<file path="src/design/cncs_pkg.sv">
// ----------------------------------------------------------------------------
// cncs_pkg
// Shared types and constants for the checkerboard co-occurrence sum block.
// ----------------------------------------------------------------------------
package cncs_pkg;

    localparam int SAMPLE_W   = 16;
    localparam int SIZE_W     = 9;
    localparam int WEIGHT_W   = 16;
    localparam int VOXEL_W    = 2 * SAMPLE_W;
    localparam int TOTAL_W    = 63;
    localparam int PROD1_W    = 2 * SAMPLE_W;
    localparam int PROD2_W    = PROD1_W + WEIGHT_W;
    localparam int FRAC_SHIFT = 15;
    localparam int TERM_W     = PROD2_W - FRAC_SHIFT;

    localparam int CFG_IDX_W  = 3;
    localparam int CFG_DATA_W = 16;

    localparam int MAX_X_DEF  = 256;
    localparam int MAX_Y_DEF  = 256;
    localparam int MAX_Z_DEF  = 256;

    localparam logic [SIZE_W-1:0]   SIZE_RESET   = SIZE_W'(256);
    localparam logic [WEIGHT_W-1:0] WEIGHT_RESET = WEIGHT_W'(256);
    localparam logic [TOTAL_W-1:0]  SUM_LIMIT    = {TOTAL_W{1'b1}};

    localparam logic [CFG_IDX_W-1:0] REG_SIZE_X   = 3'd0;
    localparam logic [CFG_IDX_W-1:0] REG_SIZE_Y   = 3'd1;
    localparam logic [CFG_IDX_W-1:0] REG_SIZE_Z   = 3'd2;
    localparam logic [CFG_IDX_W-1:0] REG_WEIGHT_X = 3'd3;
    localparam logic [CFG_IDX_W-1:0] REG_WEIGHT_Y = 3'd4;
    localparam logic [CFG_IDX_W-1:0] REG_WEIGHT_Z = 3'd5;

    // Neighbour pair being processed
    typedef enum logic [1:0] {
        PAIR_X = 2'd0,
        PAIR_Y = 2'd1,
        PAIR_Z = 2'd2
    } pair_t;

    typedef struct packed {
        logic  capture;
        logic  mul1;
        logic  mul2;
        logic  acc;
        logic  commit;
        pair_t pair;
    } cmd_t;

    typedef struct packed {
        logic last;
        logic out_busy;
    } status_t;

endpackage

</file>
<file path="src/design/cncs_ctrl.sv">
// ----------------------------------------------------------------------------
// cncs_ctrl
// Sequencer: per voxel, runs three neighbour pairs through the shared
// multiply/accumulate path and then commits the voxel.
// ----------------------------------------------------------------------------
module cncs_ctrl (
    input  logic              aclk,
    input  logic              aresetn,
    input  logic              s_tvalid,
    output logic              s_tready,
    input  cncs_pkg::status_t status,
    output cncs_pkg::cmd_t    cmd
);

    typedef enum logic [4:0] {
        ST_IDLE   = 5'b00001,
        ST_MUL1   = 5'b00010,
        ST_MUL2   = 5'b00100,
        ST_ACC    = 5'b01000,
        ST_COMMIT = 5'b10000
    } state_t;

    state_t          state_reg, state_next;
    cncs_pkg::pair_t pair_reg, pair_next;

    always_comb begin
        state_next  = state_reg;
        pair_next   = pair_reg;
        s_tready    = 1'b0;
        cmd.capture = 1'b0;
        cmd.mul1    = 1'b0;
        cmd.mul2    = 1'b0;
        cmd.acc     = 1'b0;
        cmd.commit  = 1'b0;
        cmd.pair    = pair_reg;
        case (state_reg)
            ST_IDLE: begin
                s_tready = 1'b1;
                if (s_tvalid) begin
                    cmd.capture = 1'b1;
                    pair_next   = cncs_pkg::PAIR_X;
                    state_next  = ST_MUL1;
                end
            end
            ST_MUL1: begin
                cmd.mul1   = 1'b1;
                state_next = ST_MUL2;
            end
            ST_MUL2: begin
                cmd.mul2   = 1'b1;
                state_next = ST_ACC;
            end
            ST_ACC: begin
                cmd.acc = 1'b1;
                case (pair_reg)
                    cncs_pkg::PAIR_X: begin
                        pair_next  = cncs_pkg::PAIR_Y;
                        state_next = ST_MUL1;
                    end
                    cncs_pkg::PAIR_Y: begin
                        pair_next  = cncs_pkg::PAIR_Z;
                        state_next = ST_MUL1;
                    end
                    default: begin
                        state_next = ST_COMMIT;
                    end
                endcase
            end
            ST_COMMIT: begin
                // on a volume's last voxel, hold while the previous total is still unread
                if (!(status.last && status.out_busy)) begin
                    cmd.commit = 1'b1;
                    state_next = ST_IDLE;
                end
            end
            default: begin
                state_next = ST_IDLE;
            end
        endcase
    end

    always_ff @(posedge aclk) begin
        if (!aresetn) begin
            state_reg <= ST_IDLE;
            pair_reg  <= cncs_pkg::PAIR_X;
        end else begin
            state_reg <= state_next;
            pair_reg  <= pair_next;
        end
    end

endmodule

</file>
<file path="config.mk">
export PLATFORM = sky130hd
export DESIGN_NAME = cncs_ctrl
export DESIGN_NICKNAME = d
export VERILOG_FILES = /design/src/design/cncs_pkg.sv /design/src/design/cncs_ctrl.sv
export SDC_FILE = /design/constraint.sdc
export NUM_CORES = 1
export LEC_CHECK = 0
export ABC_AREA = 1
export BUFFER_PORTS_ARGS = -buffer_cell sky130_fd_sc_hd__buf_2
export CAP_MARGIN = 20
export CORE_AREA = 8 8 45 47
export DETAILED_ROUTE_END_ITERATION = 10
export DIE_AREA = 0 0 53 55
export GPL_TIMING_DRIVEN = 1
export SLEW_MARGIN = 20
export SYNTH_ARGS = -nofsm -noshare
export SYNTH_HDL_FRONTEND = slang
export SYNTH_SLANG_ARGS = --single-unit
</file>
<file path="constraint.sdc">
create_clock -name aclk -period 1.2 [get_ports aclk]
set_input_delay 0.06 -clock aclk [delete_from_list [all_inputs] [get_ports aclk]]
set_output_delay 0.06 -clock aclk [all_outputs]
set_load 0.02 [all_outputs]
</file>
=== After elaboration in Yosys (flattened, before gate mapping) ===
Index checks and enable logic that the tools add are counted.

* Register bits: 7
* Output and inout bits: 8
* Input bits: 5

* Equal/unequal tests: 9
* Reduce and logical (&&, ||, !) cells: 6
* Muxes and demuxes: 15

{| class="wikitable"
|+ Operators by type and width
! operator !! count
|-
| $pmux W5 S5 || 1
|-
| $mux W5 || 3
|-
| $mux W1 || 8
|-
| $pmux W2 S2 || 2
|-
| $eq A5 B1 Y1 const B || 1
|-
| $eq A5 B2 Y1 const B || 1
|-
| $eq A5 B3 Y1 const B || 1
|-
| $eq A5 B4 Y1 const B || 1
|-
| $eq A5 B5 Y1 const B || 1
|-
| $ne A2 B2 Y1 const B || 2
|-
| $ne A3 B1 Y1 const B || 1
|-
| $reduce_and A3 Y1 || 1
|-
| $eq A2 B1 Y1 const B || 1
|-
| $logic_not A2 Y1 || 1
|-
| $mux W2 || 1
|-
| $reduce_and A2 Y1 || 1
|-
| $reduce_bool A2 Y1 || 1
|-
| $reduce_or A2 Y1 || 1
|-
| $logic_and A1 B1 Y1 || 1
|}

=== Longest topological paths before layout ===
* Depth in word-level cells: 4
* Mapped depth: 7
* Gate-level depth less buffers: 7

=== Worst setup path before layout ===
No wires, ideal clock.

* Path kind: register to register
* Start: reg state_reg[2]
* End: reg state_reg[0]
* Required time: 1.088 ns
* Arrival time: 1.144 ns
* Setup slack: -0.056 ns
* Stages on the path, launching flop included: 7
* Cell sequence: dfxtp_1 nor2_4 nand3_1 nor2_1 nor2_1 nand2_1 nand2_1

* Longest elaborated chain between the ends: 3
* Elaborated cells on any way between the ends: 9

{| class="wikitable"
|+ RTL lines
! what !! line !! source
|-
| start: declaration || cncs_ctrl.sv:23 || <nowiki>state_t state_reg, state_next;</nowiki>
|-
| start signal: assignment || cncs_ctrl.sv:87 || <nowiki>state_reg <= state_next;</nowiki>
|-
| $eq A5 B5 Y1 / $eq A5 B1 Y1 (equally long branches) || cncs_ctrl.sv:36 || <nowiki>case (state_reg)</nowiki>
|-
| $ne A2 B2 Y1 (no line) || -- ||
|-
| $reduce_and A2 Y1 (no line) || -- ||
|}

Several ways; a longest one is shown, not always the timed one.
A chain may end at the register's enable or synchronous reset.

==> reports/qor.yml <==
power:
  power.switching_w: 0.0003772
  power.density_nw_per_um2: 1436
  comb_power_share_pct: 47.2
  seqPwrFrac_pct: 32.4
  p_clk_share_pct: 20.3
  p_leak_nw: 0.3261
  p_total_w: 0.0009830
  netSwitchingFraction_pct: 38.37
  vdd_drop_max_uv: 639.9
  p_int_w: 0.0006058
place:
  dp_hpwl_um: 793
  dpl-instance-area_um2: 525.5
  gp_congestion: 0.7319
  port_buffers: 12
setup_path:
  critical_path.startpoint: "state_reg[1]"
  crit_slowest_cell: "dfxtp_4"
  r2r-end: "pair_reg[1]"
  worst-path-buf-inv: 2
  regToRegSetupSlack_ps: 20
  crit_path_end_kind: "primary output"
  r2r-start: "state_reg[0]"
  cp.depth: 5
  max_stage_delay_ps: 360
  crit_family: "flip-flops"
  r2r_cells: 8
  worstSetupPathType: "flip-flop to primary output"
  cp-endpoint: "cmd[2]"
  cp.required_ps: 1140
  start_kind: "flip-flop"
  crit_chain: "nor2_4, buf_6, nand3_1, nor2_1, buf_4"
  worstPathArrival_ps: 1140
  critPathMaxFanout: 4
layout:
  drive_gt1_share_pct: 52.87
  nets: 93
  fillers: 139
  most-common-layout-cells: "11 x nand2_1, 11 x buf_4, 9 x inv_1"
  area_growth_pct: 54.52
  diodes: 0
  final_cell_area_um2: 684.4
  seqCellArea_um2: 151.4
  post-route-util_pct: 49.46
  largest_register_ffs: 5
  multi_input_area_um2: 284.0
clock_tree:
  cts_sinks: 7
  clockBufferDepth: 2
  cts_buffers: 3
  clk_latency_ps: 240
  clk_pin_slew_ps: 50
  postCtsHoldBufs: 0
  cts_tree: "built"
  cts_root_buf: "clkbuf_4"
  cts_max_level: 1
drt:
  vias: 475
  drtIter0Drc: 3
  viasPerCell: 4.612
  wl_per_cell_um: 10.45
  wirelength_um: 1076
  dr.pass1.iters: 4
  drc: 0
  postRouteAntennaNets: 0
global_routing:
  grtUsageTotal_pct: 7.923
  grt_antenna_before_repair: 0
  overflow: 0
  grt_pass1_vias: 420
  grt_pass1_wl_um: 1683
  grt_max_degree: 8
sta:
  rsz0062_at_grt: "yes"
  worst_pin_slew_ps: 219.5
  period_share_pct: 100.3
  fin_ws_ps: -3.804
  clock_skew_ps: 1.340
  hold_viol: 0
  fmaxAchievable_mhz: 830.7
  max-slew-margin-rel_pct: 85.23
  finalSetupViolCount: 1
  whs_ps: 71.72
  min_period_ps: 1204
  maxSlewViolCount: 0
logic_synthesis:
  syn_inst: 62
  synthesis.nets: 67
  synth_area_um2: 442.9
  avgSynthCellArea_um2: 7.144
  ys_types: 17
  synth_warnings: 0
  seq_area_frac_synth_pct: 31.64
  ys_ff_latch: 7
floorplanning:
  start_util_pct: 32.01
  dieArea_um2: 2915
  core_area_um2: 1384
  ios: 13
  die_h_um: 55
  core.rowCount: 14
  die_x_um: 53
job:
  drv_cap: 0
status:
  status: "complete, but fails checks"
  violations: "negative setup slack"
worst_hold_path:
  hold_path_class: "primary input to flip-flop"
per-stage QoR:
step	setup slack, ps	TNS [ps]	cells
floorplan	10.90	0	62
CTS	-44.58	-94.71	101
detailed placement	77.94	0	90
finish	-3.804	-3.804	103
global route	-69.72	-354.5	103
global placement	82.24	0	90
tightest hold or removal path: cells and delay by family:
family	cells	cell delay (ps)
buf+inv	1	120
simple gates	2	90
routing by layer:
layer / part of all wire (%) / global-route usage, % / vias up
li1: - / - / 251
met1: 44 / 7.903 / 212
met2: 48 / 12.70 / 10
met3: 5.4 / 1.872 / 2
met4: 2.0 / 9.052 / 0
met5: 0 / 0 / -
cell usage after synthesis, drive strengths merged:
cell type / count / share of area, %
inv: 12 / 10
nor2: 13 / 18
a21oi: 3 / 4.2
nand4: 5 / 12
dfxtp: 7 / 32
nand2: 13 / 12
nand3: 6 / 7.9
nor4: 1 / 1.4
nor3: 2 / 3.4
worst min-delay path by stage:
stage / cells past startpoint / startpoint / end / slack, ps
finish: 3 / aresetn / pair_reg[0] / 70
detailed placement: 3 / aresetn / pair_reg[0] / 330
floorplan: 2 / aresetn / pair_reg[1] / 180
global route: 3 / aresetn / pair_reg[0] / 70
global placement: 3 / aresetn / pair_reg[0] / 320
CTS: 3 / aresetn / pair_reg[0] / 60
area by class of cell:
cell class	count	share of cell area, %
multi-input combinational	43	41.50
timing repair buffer	21	23.03
sequential	7	22.12
inverter	12	6.581
clock buffer	4	3.839
tap	16	2.925
logic make-up (layout without fill, tap and decap cells):
group | after synthesis | in the layout | share of synthesized area (%)
compound gates | 3 | 3 | 4.238
buf+inv | 12 | 37 | 10.17
flops | 7 | 7 | 31.64
simple gates | 40 | 40 | 53.95
power groups by stage:
stage,combinational [W],sequential (W),clock [W]
2_1_floorplan,0.000251,0.000333,0
3_3_place_gp,0.000358,0.000316,0
3_5_place_dp,0.000355,0.000317,0
4_1_cts,0.000408,0.000314,0.000215
5_1_grt,0.000510,0.000324,0.000229
6_report,0.000464,0.000319,0.000200
what timing repair did:
action / CTS / global route
resized for setup: 10 / 12
endpoints found under the hold margin: 0 / 0
buffers inserted: 7 / 2
endpoints found under the setup margin: 6 / 9
pin swaps: 3 / 5
No activity file was read; power rests on OpenSTA's default activity.
